### src/hw/rtl/spa_pkg.sv
// Shared types, constants and helper functions for the storage partition allocator.
// Used by spa_div100, spa_ctrl, spa_datapath and storage_partition_allocator_core.
// No dependencies.
`default_nettype none

package spa_pkg;

  // Table geometry.
  localparam int unsigned PARTITIONS = 16;
  localparam int unsigned GROUPS     = 8;
  localparam int unsigned PART_W     = $clog2(PARTITIONS);
  localparam int unsigned GROUP_W    = $clog2(GROUPS);

  // Field widths.
  localparam int unsigned BYTES_W    = 47;
  localparam int unsigned AMT_W      = BYTES_W + 1;
  localparam int unsigned OVH_W      = 10;
  localparam int unsigned FUZZ_W     = 7;
  localparam int unsigned OP_W       = 2;
  localparam int unsigned STATUS_W   = 2;
  localparam int unsigned CFG_IDX_W  = 2;
  localparam int unsigned CFG_DATA_W = BYTES_W;

  localparam logic [BYTES_W-1:0] MAX_BYTES = '1;

  // Percent arithmetic.
  localparam int unsigned PCT_SCALE     = 100;
  localparam int unsigned FIRST_FIT_PCT = 100;
  localparam int unsigned SUM_W         = BYTES_W + 5;  // request plus padding
  localparam int unsigned CMP_W         = BYTES_W + 9;  // fuzz cross-multiply

  // Divide-by-100 unit: one 8-bit digit per step, quotient estimated by a
  // reciprocal multiply that is exact for every partial remainder below 25600.
  localparam int unsigned DIV_W           = 64;
  localparam int unsigned DIV_DIGIT_W     = 8;
  localparam int unsigned DIV_STEPS       = DIV_W / DIV_DIGIT_W;
  localparam int unsigned DIV_REM_W       = 7;
  localparam int unsigned DIV_X_W         = DIV_REM_W + DIV_DIGIT_W;
  localparam int unsigned DIV_RECIP_W     = 13;
  localparam int unsigned DIV_EST_W       = DIV_X_W + DIV_RECIP_W;
  localparam int unsigned DIV_RECIP       = 5243;
  localparam int unsigned DIV_RECIP_SHIFT = 19;

  // Partition flag bits.
  localparam int unsigned FLAG_REFRESH  = 0;
  localparam int unsigned FLAG_ADJUSTED = 1;

  typedef enum logic [OP_W-1:0] {
    OP_ALLOC   = 2'd0,
    OP_ADJUST  = 2'd1,
    OP_REFRESH = 2'd2,
    OP_LOAD    = 2'd3
  } op_e;

  typedef enum logic [STATUS_W-1:0] {
    STAT_OK         = 2'd0,
    STAT_NO_SPACE   = 2'd1,
    STAT_NOT_LOADED = 2'd2,
    STAT_DEFERRED   = 2'd3
  } status_e;

  typedef enum logic [CFG_IDX_W-1:0] {
    CFG_MIN_ALLOC = 2'd0,
    CFG_OVERHEAD  = 2'd1,
    CFG_FUZZ      = 2'd2
  } cfg_idx_e;

  // Commands from the controller to the datapath.
  typedef struct packed {
    logic capture;
    logic div_load;
    logic div_step;
    logic size;
    logic scan_fetch;
    logic scan_eval;
    logic commit;
    logic exec;
    logic finish;
  } cmd_t;

  // Next partition around the ring.
  function automatic logic [PART_W-1:0] next_part(input logic [PART_W-1:0] idx);
    logic [PART_W-1:0] nxt;
    if (idx == PART_W'(PARTITIONS - 1)) begin
      nxt = '0;
    end else begin
      nxt = idx + 1'b1;
    end
    return nxt;
  endfunction

  // Clamp a signed sum to the unsigned 47-bit byte range.
  function automatic logic [BYTES_W-1:0] clamp_bytes(input logic signed [BYTES_W+1:0] v);
    logic [BYTES_W-1:0] res;
    if (v[BYTES_W+1]) begin
      res = '0;
    end else if (v[BYTES_W]) begin
      res = MAX_BYTES;
    end else begin
      res = v[BYTES_W-1:0];
    end
    return res;
  endfunction

endpackage

`default_nettype wire

### src/hw/rtl/spa_ctrl.sv
// Controller state machine of the storage partition allocator.
// Depends on spa_pkg for the command struct and operation codes.
`default_nettype none

module spa_ctrl (
  input  wire logic                    clk_i,
  input  wire logic                    rst_ni,
  input  wire logic                    start_i,
  input  wire logic [spa_pkg::OP_W-1:0] req_type_i,
  output logic                         busy_o,
  output logic                         done_o,
  output spa_pkg::cmd_t                cmd_o
);

  localparam int unsigned MAX_COUNT =
      (spa_pkg::PARTITIONS > spa_pkg::DIV_STEPS) ? spa_pkg::PARTITIONS : spa_pkg::DIV_STEPS;
  localparam int unsigned CNT_W = $clog2(MAX_COUNT + 1);
  localparam logic [CNT_W-1:0] DIV_LAST  = CNT_W'(spa_pkg::DIV_STEPS - 1);
  localparam logic [CNT_W-1:0] SCAN_LAST = CNT_W'(spa_pkg::PARTITIONS);

  typedef enum logic [7:0] {
    S_IDLE   = 8'b0000_0001,
    S_MUL    = 8'b0000_0010,
    S_DIV    = 8'b0000_0100,
    S_SIZE   = 8'b0000_1000,
    S_SCAN   = 8'b0001_0000,
    S_COMMIT = 8'b0010_0000,
    S_EXEC   = 8'b0100_0000,
    S_FINISH = 8'b1000_0000
  } state_e;

  state_e           state_q, state_d;
  logic [CNT_W-1:0] cnt_q, cnt_d;
  logic             done_q;
  logic             accept;

  assign accept = start_i && (state_q == S_IDLE);

  // Next state, step counter and datapath commands.
  always_comb begin
    state_d = state_q;
    cnt_d   = cnt_q;
    cmd_o   = '0;
    case (state_q)
      S_IDLE: begin
        if (accept) begin
          cmd_o.capture = 1'b1;
          state_d = (req_type_i == spa_pkg::OP_ALLOC) ? S_MUL : S_EXEC;
        end
      end
      S_MUL: begin
        cmd_o.div_load = 1'b1;
        cnt_d   = '0;
        state_d = S_DIV;
      end
      S_DIV: begin
        cmd_o.div_step = 1'b1;
        cnt_d = cnt_q + 1'b1;
        if (cnt_q == DIV_LAST) begin
          state_d = S_SIZE;
        end
      end
      S_SIZE: begin
        cmd_o.size = 1'b1;
        cnt_d   = '0;
        state_d = S_SCAN;
      end
      S_SCAN: begin
        // The first cycle only prefetches the entry after the last pick.
        cmd_o.scan_fetch = 1'b1;
        cmd_o.scan_eval  = (cnt_q != '0);
        cnt_d = cnt_q + 1'b1;
        if (cnt_q == SCAN_LAST) begin
          state_d = S_COMMIT;
        end
      end
      S_COMMIT: begin
        cmd_o.commit = 1'b1;
        state_d = S_FINISH;
      end
      S_EXEC: begin
        cmd_o.exec = 1'b1;
        state_d = S_FINISH;
      end
      S_FINISH: begin
        cmd_o.finish = 1'b1;
        state_d = S_IDLE;
      end
      default: begin
        state_d = S_IDLE;
      end
    endcase
  end

  // State registers; the result strobe lines up with the datapath output registers.
  always_ff @(posedge clk_i or negedge rst_ni) begin
    if (!rst_ni) begin
      state_q <= S_IDLE;
      cnt_q   <= '0;
      done_q  <= 1'b0;
    end else begin
      state_q <= state_d;
      cnt_q   <= cnt_d;
      done_q  <= (state_q == S_FINISH);
    end
  end

  assign busy_o = (state_q != S_IDLE);
  assign done_o = done_q;

  // An accepted transaction makes the block busy in the next cycle.
  a_accept_busy: assert property (@(posedge clk_i) disable iff (!rst_ni)
    accept |=> busy_o)
    else $error("block not busy after accepting a transaction");

  // A result strobe only follows the finish state.
  a_done_after_finish: assert property (@(posedge clk_i) disable iff (!rst_ni)
    done_q |-> $past(state_q == S_FINISH))
    else $error("result strobe without a finished transaction");

  // The scan covers the whole ring before the commit.
  a_scan_length: assert property (@(posedge clk_i) disable iff (!rst_ni)
    (state_q == S_SCAN) && (cnt_q != SCAN_LAST) |=> (state_q == S_SCAN))
    else $error("partition scan ended early");

endmodule

`default_nettype wire

### config.mk
export PLATFORM = sky130hd
export DESIGN_NAME = spa_ctrl
export DESIGN_NICKNAME = d
export VERILOG_FILES = /design/src/hw/rtl/spa_pkg.sv /design/src/hw/rtl/spa_ctrl.sv
export SDC_FILE = /design/constraint.sdc
export NUM_CORES = 1
export LEC_CHECK = 0
export BUFFER_PORTS_ARGS = -buffer_cell sky130_fd_sc_hd__buf_2
export CORE_MARGIN = 2
export CORE_UTILIZATION = 52
export CTS_CLUSTER_DIAMETER = 200
export DETAILED_ROUTE_END_ITERATION = 10
export PLACE_DENSITY_LB_ADDON = 0.05
export SKIP_CTS_REPAIR_TIMING = 1
export SKIP_LAST_GASP = 1
export SLEW_MARGIN = 15
export SYNTH_ARGS = -nofsm -noshare
export SYNTH_HDL_FRONTEND = slang
export SYNTH_SLANG_ARGS = --single-unit
### constraint.sdc
create_clock -name clk_i -period 1.9 [get_ports clk_i]
set_input_delay 0.19 -clock clk_i [delete_from_list [all_inputs] [get_ports clk_i]]
set_output_delay 0.19 -clock clk_i [all_outputs]
set_load 0.02 [all_outputs]
==> results of run 1 <==
## stage by stage
step	setup WS (ns)	TNS [ns]	util	hold slack [ns]
6_report	0.0273	0	0.677	0.0644
5_1_grt	-0.0466	-0.0814	0.677	0.0634
4_1_cts	-0.141	-0.152	0.639	-0.205
3_5_place_dp	0.152	0	0.614	0.0989
3_3_place_gp	0.193	0	0.614	0.101
2_1_floorplan	0.0711	0	-	-0.106
## power groups by stage
stage / clock network (uW) / registers (uW) / logic, uW
after floorplan: 0 / 406 / 238
after global placement: 0 / 415 / 316
after detailed placement: 0 / 418 / 323
after CTS: 219 / 412 / 326
after global routing: 233 / 424 / 419
final: 215 / 417 / 384
## final timing paths
kind / start / endpoint / slack, ns / cells past startpoint
setup / recovery: state_q[7] / cmd_o[8] / 0.03 / 5
hold / removal: req_type_i[0] / state_q[1] / 0.06 / 2
setup reg to reg: state_q[7] / cnt_q[2] / 0.11 / 5
hold reg to reg: cnt_q[1] / cnt_q[1] / 0.57 / 1
max in group asynchronous: rst_ni / state_q[0] / 1.29 / 2
min in group asynchronous: rst_ni / cnt_q[2] / 0.33 / 2
## cell usage in the layout, fill, tap and decap left out, types with 3 or more instances in the layout
cell / synthesis / final
nand2_1: 4 / 4
nand3_1: 6 / 6
buf_4: 0 / 6
nor3_1: 7 / 6
buf_2: 0 / 15
xnor2_1: 3 / 3
dfrtp_1: 13 / 12
inv_1: 8 / 8
clkbuf_4: 0 / 3
nor2_1: 8 / 7
## routing by layer
| metal | up-vias | routed length [um] | GRT usage |
|---|---|---|---|
| met4 | 0 | 25 | 0.0938 |
| met3 | 4 | 112 | 0.0340 |
| li1 | 335 | - | - |
| met1 | 314 | 747 | 0.259 |
| met2 | 30 | 701 | 0.285 |
| met5 | - | 0 | 0 |
## kinds of logic (layout without fill, tap and decap cells)
logic type	Yosys count	after routing	share of synthesized area
fa+ha+maj	2	2	0.0318
buf+inv	9	34	0.0525
mux	1	1	0.0143
simple gates	40	40	0.304
flops	14	14	0.447
xor+xnor	4	4	0.0445
compound gates	10	10	0.107
## critical path, cell delays in order (launching register included)
cell and delay [ns]:
dfrtp_2 0.45, nor4_4 0.29, nand4b_1 0.19, or2_4 0.28, inv_1 0.05, buf_2 0.15
## sequential cells by signal, indices dropped and copies added (netlist names)
name     cells
state_q      8
cnt_q        5
done_o       1
## layout make-up
type / instances / area share
Clock buffer: 4 / 0.0368
Inverter: 8 / 0.0305
Multi-Input combinational cell: 57 / 0.422
Sequential cell: 14 / 0.358
Tap cell: 16 / 0.0203
Timing Repair Buffer: 22 / 0.132
==> flow_metrics.py, run 1 <==
metrics = {
    "status": {
        "status": "finished clean",
    },
    "cells_and_area": {
        "syn2layout_area_growth_pct": 25.1,
        "layout.cells.non_filler": 121,
        "drive_above_1_share": 0.362,
        "fillers": 115,
        "antenna_cells": 0,
        "multi_input_area_um2": 415,
        "regArea_um2": 353,
        "postLayoutCellArea_um2": 985,
        "num-nets-final": 113,
    },
    "floorplan": {
        "rows": 14,
        "io_pins": 16,
        "die_y_um": 42.9,
        "dieArea_um2": 1840,
        "start_util": 0.541,
        "core_area_um2": 1450,
        "die_w_um": 42.9,
    },
    "clock_tree": {
        "cts-root-buf": "clkbuf_4",
        "tritoncts": "built",
        "cts_buffers": 3,
        "clk_pin_slew_ns": 0.08,
        "cts_max_level": 1,
        "cts_sinks": 14,
        "worstSkewPairLatency_ns": 0.28,
        "clock_path_buffers": 2,
    },
    "logic_synthesis": {
        "synth_area_leaders": "dfrtp_1, nor3_1, nand3_1",
        "synth_edf_count": 0,
        "synth_cell_types": 34,
        "ys_warn_count": 0,
        "yosysMostFrequentCell": "dfrtp_1",
        "synthArstFlopShare": 1.00,
        "synthTopCellsByCount": "dfrtp_1, inv_1, nor2_1",
        "netlist.area_leader.share": 0.413,
        "synth.avg_cell_area_um2": 9.84,
        "synth_top_area_cell": "dfrtp_1",
        "synth_top_flop_cell": "dfrtp_1",
        "syn_nets": 87,
        "netlist_instances": 80,
        "syn_area_um2": 787,
        "synth-seq-cells": 14,
        "seq_area_frac_synth": 0.447,
    },
    "placed_design": {
        "port_buffers": 15,
        "dp_hpwl_um": 1140,
        "placed_cells": 113,
        "place_congestion": 0.771,
        "post_dp_cell_area_um2": 893,
    },
    "global_route": {
        "overflow": 0,
        "grt_max_degree": 15,
        "antenna_found_initial": 0,
        "track_usage": 0.189,
        "grt_pass1_wl_um": 2590,
        "grt_pass1_vias": 596,
    },
    "route": {
        "first_pass_iters": 4,
        "routedWlPerCell_um": 13.1,
        "finalWirelength_um": 1590,
        "drt-vias-per-instance": 5.64,
        "drt-initial-drc-count": 16,
        "drc": 0,
        "vias": 683,
        "ant_nets": 0,
    },
    "sta": {
        "tightest_slew_ns": 0.334,
        "hold_violations": 0,
        "setup_violations": 0,
        "rsz0062_at_grt": "true",
        "max_slew_margin": 0.778,
        "finalCriticalPeriod_ns": 1.87,
        "fin_crit_sh": 0.986,
        "drv_slew": 0,
        "clock_skew_ns": 0.000672,
        "clock.fmax_ghz": 0.534,
    },
    "pwr": {
        "p_seq_frac": 0.411,
        "vdd_drop_max_mv": 0.650,
        "power.total_uw": 1020,
        "power.density_nw_per_um2": 1030,
        "p_comb_frac": 0.378,
        "power.leakage_uw": 0.000521,
        "switching_share": 0.361,
        "intPower_uw": 649,
        "power_switching_uw": 366,
        "p_clk_frac": 0.211,
    },
    "critical_path": {
        "startpoint_type": "register",
        "required_ns": 1.71,
        "end_kind": "output pin",
        "worstPathArrival_ns": 1.68,
        "criticalPathCategory": "reg2out",
        "cp_max_fo": 5,
    },
    "run": {
        "maxCapViolCount": 0,
    },
    "worst_hold_path": {
        "hp-class": "in2reg",
    },
}
Note: power is estimated with default switching activity, not from simulation.
==> run 2, diff against run 1 <==
--- a/config.mk
+++ b/config.mk
@@ -5,12 +5,11 @@
 export SDC_FILE = /design/constraint.sdc
 export NUM_CORES = 1
 export LEC_CHECK = 0
-export BUFFER_PORTS_ARGS = -buffer_cell sky130_fd_sc_hd__buf_2
+export BUFFER_PORTS_ARGS = -buffer_cell sky130_fd_sc_hd__clkbuf_2
 export CORE_MARGIN = 2
-export CORE_UTILIZATION = 52
+export CORE_UTILIZATION = 26
 export CTS_CLUSTER_DIAMETER = 200
 export DETAILED_ROUTE_END_ITERATION = 10
-export PLACE_DENSITY_LB_ADDON = 0.05
 export SKIP_CTS_REPAIR_TIMING = 1
 export SKIP_LAST_GASP = 1
 export SLEW_MARGIN = 15
==> run 2 against run 1 <==
Effect of this change: the flow now finishes with violations (negative setup slack); sequential power about the same; flip-flop and latch count unchanged; non-clock buffer count did not move; maximum frequency shrank 2.8%; count of clock-buffer cells in the layout did not move; worst setup slack got worse by 0.053 ns.
==> flow_metrics.py, run 2 (synthesis gave the netlist of run 1 again) <==
metrics = {
    "status": {
        "status": "complete, but fails checks",
        "violations": "negative setup slack",
    },
    "sta": {
        "finalCriticalPeriod_ns": 1.93,
        "clock.fmax_ghz": 0.519,
        "hold_violations": 0,
        "tns_ns": -0.0257,
        "setup_violations": 1,
        "max_slew_margin": 0.759,
        "worst_slack_ns": -0.0257,
        "tightest_slew_ns": 0.361,
        "fin_crit_sh": 1.01,
        "drv_slew": 0,
        "timing.hold.ws_ns": 0.0642,
        "clock_skew_ns": 0.00151,
        "rsz0062_at_grt": "true",
    },
    "placed_design": {
        "place_congestion": 0.814,
        "port_buffers": 15,
        "placed_cells": 128,
        "dp_hpwl_um": 1250,
        "post_dp_cell_area_um2": 912,
    },
    "pwr": {
        "power.density_nw_per_um2": 1010,
        "switching_share": 0.364,
        "power.total_uw": 1030,
        "p_comb_frac": 0.384,
        "intPower_uw": 653,
        "p_seq_frac": 0.403,
        "power_switching_uw": 374,
        "power.leakage_uw": 0.000513,
        "p_clk_frac": 0.213,
        "vdd_drop_max_mv": 0.557,
    },
    "cells_and_area": {
        "syn2layout_area_growth_pct": 29.3,
        "fillers": 291,
        "antenna_cells": 0,
        "layout_common_cells": "dfrtp_1, clkbuf_2, buf_4, inv_1",
        "postLayoutCellArea_um2": 1020,
        "num-nets-final": 113,
        "top_register": "state_q",
        "layout.cells.non_filler": 136,
        "largest_reg_flops": 8,
        "drive_above_1_share": 0.381,
    },
    "critical_path": {
        "reg2reg_depth": 4,
        "cp_max_fo": 3,
        "criticalPathCategory": "reg2out",
        "worstPathArrival_ns": 1.74,
        "startpoint_type": "register",
        "required_ns": 1.71,
        "end_kind": "output pin",
    },
    "floorplan": {
        "rows": 19,
        "die_w_um": 59.0,
        "dieArea_um2": 3480,
        "start_util": 0.281,
        "core_area_um2": 2810,
        "die_y_um": 59.0,
        "io_pins": 16,
    },
    "clock_tree": {
        "worstSkewPairLatency_ns": 0.28,
        "cts_max_level": 1,
        "clk_pin_slew_ns": 0.09,
        "cts_sinks": 14,
        "tritoncts": "built",
        "cts_buffers": 3,
        "clock_path_buffers": 2,
        "cts-root-buf": "clkbuf_4",
    },
    "worst_hold_path": {
        "hold_depth": 2,
        "hp-class": "in2reg",
    },
    "route": {
        "routedWlPerCell_um": 12.6,
        "drt-initial-drc-count": 15,
        "drc": 0,
        "first_pass_iters": 4,
        "ant_nets": 0,
        "drt-vias-per-instance": 4.91,
        "vias": 668,
        "finalWirelength_um": 1710,
    },
    "global_route": {
        "grt_pass1_vias": 640,
        "grt_max_degree": 15,
        "overflow": 0,
        "antenna_found_initial": 0,
        "track_usage": 0.109,
        "grt_pass1_wl_um": 2820,
    },
    "run": {
        "maxCapViolCount": 0,
    },
}
-- run 2: changes by cell type in the layout (fill, tap and decap cells not counted) --
cell      previous run  this run
nor2_1               7         6
buf_6                0         1
buf_2               15         0
clkbuf_2             0        12
inv_2                0         1
buf_4                6         8
nor2_2               0         1
inv_1                8         7
-- run 2: cell type report --
class,count,area [um^2],area share
multi-input combinational,57,418,0.411
sequential,14,353,0.347
timing repair buffer,22,141,0.139
tap,31,38.8,0.0381
clock buffer,4,36.3,0.0357
inverter,8,30.0,0.0295
-- run 2: worst paths after layout --
path | start | endpoint | slack, ns
worst max-delay path | state_q[7] | cmd_o[8] | -0.03
worst min-delay path | req_type_i[0] | state_q[1] | 0.06
worst max register to register | state_q[7] | cnt_q[2] | 0.20
worst min register to register | cnt_q[1] | cnt_q[1] | 0.57
max in group asynchronous | rst_ni | state_q[0] | 1.25
min in group asynchronous | rst_ni | done_o | 0.34
-- run 2: per-stage QoR --
step           utilization  setup slack (ns)
6_report             0.363           -0.0257
5_1_grt              0.363            -0.102
4_1_cts              0.338            -0.196
3_5_place_dp         0.325             0.136
3_3_place_gp         0.325             0.172
2_1_floorplan            -            0.0711
-- run 2: power by group through the flow --
stage	logic, uW	clock network [uW]	registers, uW
after detailed placement	332	0	413
final	394	219	414
after CTS	334	225	407
after floorplan	238	0	406
after global placement	328	0	410
after global routing	434	246	421
-- run 2: critical path, stage by stage, from the launching register on --
cell and delay, ns:
dfrtp_1 0.43, nor4_4 0.35, nand4b_1 0.21, or2_4 0.30
inv_2 0.06, buf_6 0.10
-- run 2: layer usage --
layer,vias up,GRT usage,wire [um]
li1,337,-,-
met1,318,0.149,799
met3,2,0.0415,76
met5,-,0,0
met4,0,0.0390,18
met2,11,0.157,818
==> run 3, diff against run 2 <==
--- a/config.mk
+++ b/config.mk
@@ -7,9 +7,11 @@
 export LEC_CHECK = 0
 export BUFFER_PORTS_ARGS = -buffer_cell sky130_fd_sc_hd__clkbuf_2
 export CORE_MARGIN = 2
-export CORE_UTILIZATION = 26
+export CORE_UTILIZATION = 45
 export CTS_CLUSTER_DIAMETER = 200
 export DETAILED_ROUTE_END_ITERATION = 10
+export PLACE_DENSITY = 0.67
+export RECOVER_POWER = 25
 export SKIP_CTS_REPAIR_TIMING = 1
 export SKIP_LAST_GASP = 1
 export SLEW_MARGIN = 15
==> run 3 against run 2 <==
Effect of this change: the flow now finishes without violations; core utilization increased by 21 points; register-to-register slack got worse by 0.10 ns; power decreased by 4.2%; critical endpoint unchanged.
==> flow_metrics.py, run 3 (synthesis gave the netlist of run 1 again) <==
metrics = {
    "route": {
        "ant_nets": 0,
        "drt-initial-drc-count": 17,
        "finalWirelength_um": 1580,
        "route.met3.wl_um": 94,
        "wl_met2_um": 696,
        "routedWlPerCell_um": 13.1,
        "drc": 0,
        "top_layer": "met4",
        "vias": 667,
        "drt-vias-per-instance": 5.56,
        "first_pass_iters": 4,
        "wl_met1_um": 748,
    },
    "pwr": {
        "p_seq_frac": 0.423,
        "power.leakage_uw": 0.000490,
        "p_comb_frac": 0.396,
        "switching_share": 0.374,
        "power_switching_uw": 368,
        "p_clk_frac": 0.181,
        "intPower_uw": 615,
        "vdd_drop_max_mv": 0.642,
        "power.density_nw_per_um2": 1020,
    },
    "placed_design": {
        "port_buffers": 15,
        "place_congestion": 0.803,
        "dp_hpwl_um": 1130,
    },
    "sta": {
        "rsz0062_at_grt": "true",
        "finalCriticalPeriod_ns": 1.89,
        "clock.fmax_ghz": 0.530,
        "hold_violations": 0,
        "setup_violations": 0,
        "tns_ns": 0,
        "max_slew_margin": 0.499,
        "tightest_slew_ns": 0.752,
        "fin_crit_sh": 0.992,
        "timing.hold.ws_ns": 0.0638,
        "clock_skew_ns": 0.00681,
        "drv_slew": 0,
    },
    "clock_tree": {
        "clk_pin_slew_ns": 0.09,
        "cts_buffers": 3,
        "cts_max_level": 1,
        "worstSkewPairLatency_ns": 0.28,
        "cts-root-buf": "clkbuf_4",
        "tritoncts": "built",
        "clock_path_buffers": 2,
        "cts_sinks": 14,
    },
    "global_route": {
        "antenna_found_initial": 0,
        "track_usage": 0.165,
        "grt_pass1_vias": 539,
        "grt_max_degree": 15,
        "overflow": 0,
        "grt_pass1_wl_um": 2390,
    },
    "floorplan": {
        "dieArea_um2": 2100,
        "core_area_um2": 1690,
        "rows": 15,
        "die_w_um": 45.8,
        "io_pins": 16,
        "start_util": 0.466,
        "die_y_um": 45.8,
    },
    "status": {
        "status": "finished clean",
    },
    "cells_and_area": {
        "layout_commonest_cell": "clkbuf_2",
        "multi_input_area_um2": 408,
        "final_util": 0.568,
        "regArea_um2": 354,
        "drive_above_1_share": 0.350,
        "top_register": "state_q",
        "antenna_cells": 0,
        "largest_reg_flops": 8,
        "num-nets-final": 111,
        "layout_common_cells": "clkbuf_2, dfrtp_1, inv_1, nor3_1",
        "syn2layout_area_growth_pct": 21.9,
        "fillers": 162,
    },
    "critical_path": {
        "end_kind": "output pin",
        "startpoint_type": "register",
        "cp_max_fo": 3,
        "required_ns": 1.71,
        "criticalPathCategory": "reg2out",
        "worstPathArrival_ns": 1.70,
    },
    "run": {
        "maxCapViolCount": 0,
    },
    "worst_hold_path": {
        "hp-class": "in2reg",
    },
}
run 3: final timing paths:
check | startpoint | end | slack (ns) | cells after the start
setup / recovery | state_q[4] | cmd_o[8] | 0.01 | 5
setup reg to reg | state_q[4] | cnt_q[2] | 0.10 | 5
hold reg to reg | state_q[7] | state_q[7] | 0.55 | 1
min in group asynchronous | rst_ni | done_o | 0.48 | 2
max in group asynchronous | rst_ni | state_q[7] | 0.91 | 2
hold / removal | req_type_i[1] | state_q[1] | 0.06 | 2
run 3: final cells by class:
cell class,instances,share of cell area
Clock buffer,4,0.0274
Tap cell,17,0.0222
Timing Repair Buffer,20,0.125
Sequential cell,14,0.369
Multi-Input combinational cell,57,0.425
Inverter,8,0.0313
run 3: power groups by stage:
stage | logic [uW] | clock network (uW) | registers, uW
after floorplan | 238 | 0 | 406
after detailed placement | 322 | 0 | 416
after global placement | 318 | 0 | 415
after global routing | 423 | 196 | 427
final | 389 | 178 | 416
after CTS | 324 | 182 | 410
run 3: layer usage:
layer,global-route usage,vias up
li1,-,332
met1,0.236,302
met2,0.223,28
met3,0.0476,5
met4,0.0857,0
met5,0,-
run 3: worst max-delay path: stages, from the launching register on:
cell,delay (ns)
dfrtp_1,0.43
nor4_4,0.31
nand4b_1,0.21
or2_4,0.31
inv_2,0.05
buf_6,0.10
run 3: through the flow:
stage               area (um^2)  std cells  setup slack (ns)  power (uW)
global placement            880        112             0.152         733
CTS                         906        116            -0.194         916
detailed placement          880        112             0.131         738
floorplan                   787         80            0.0711         644
finish                      960        120            0.0147         983
global route                960        120           -0.0527        1050
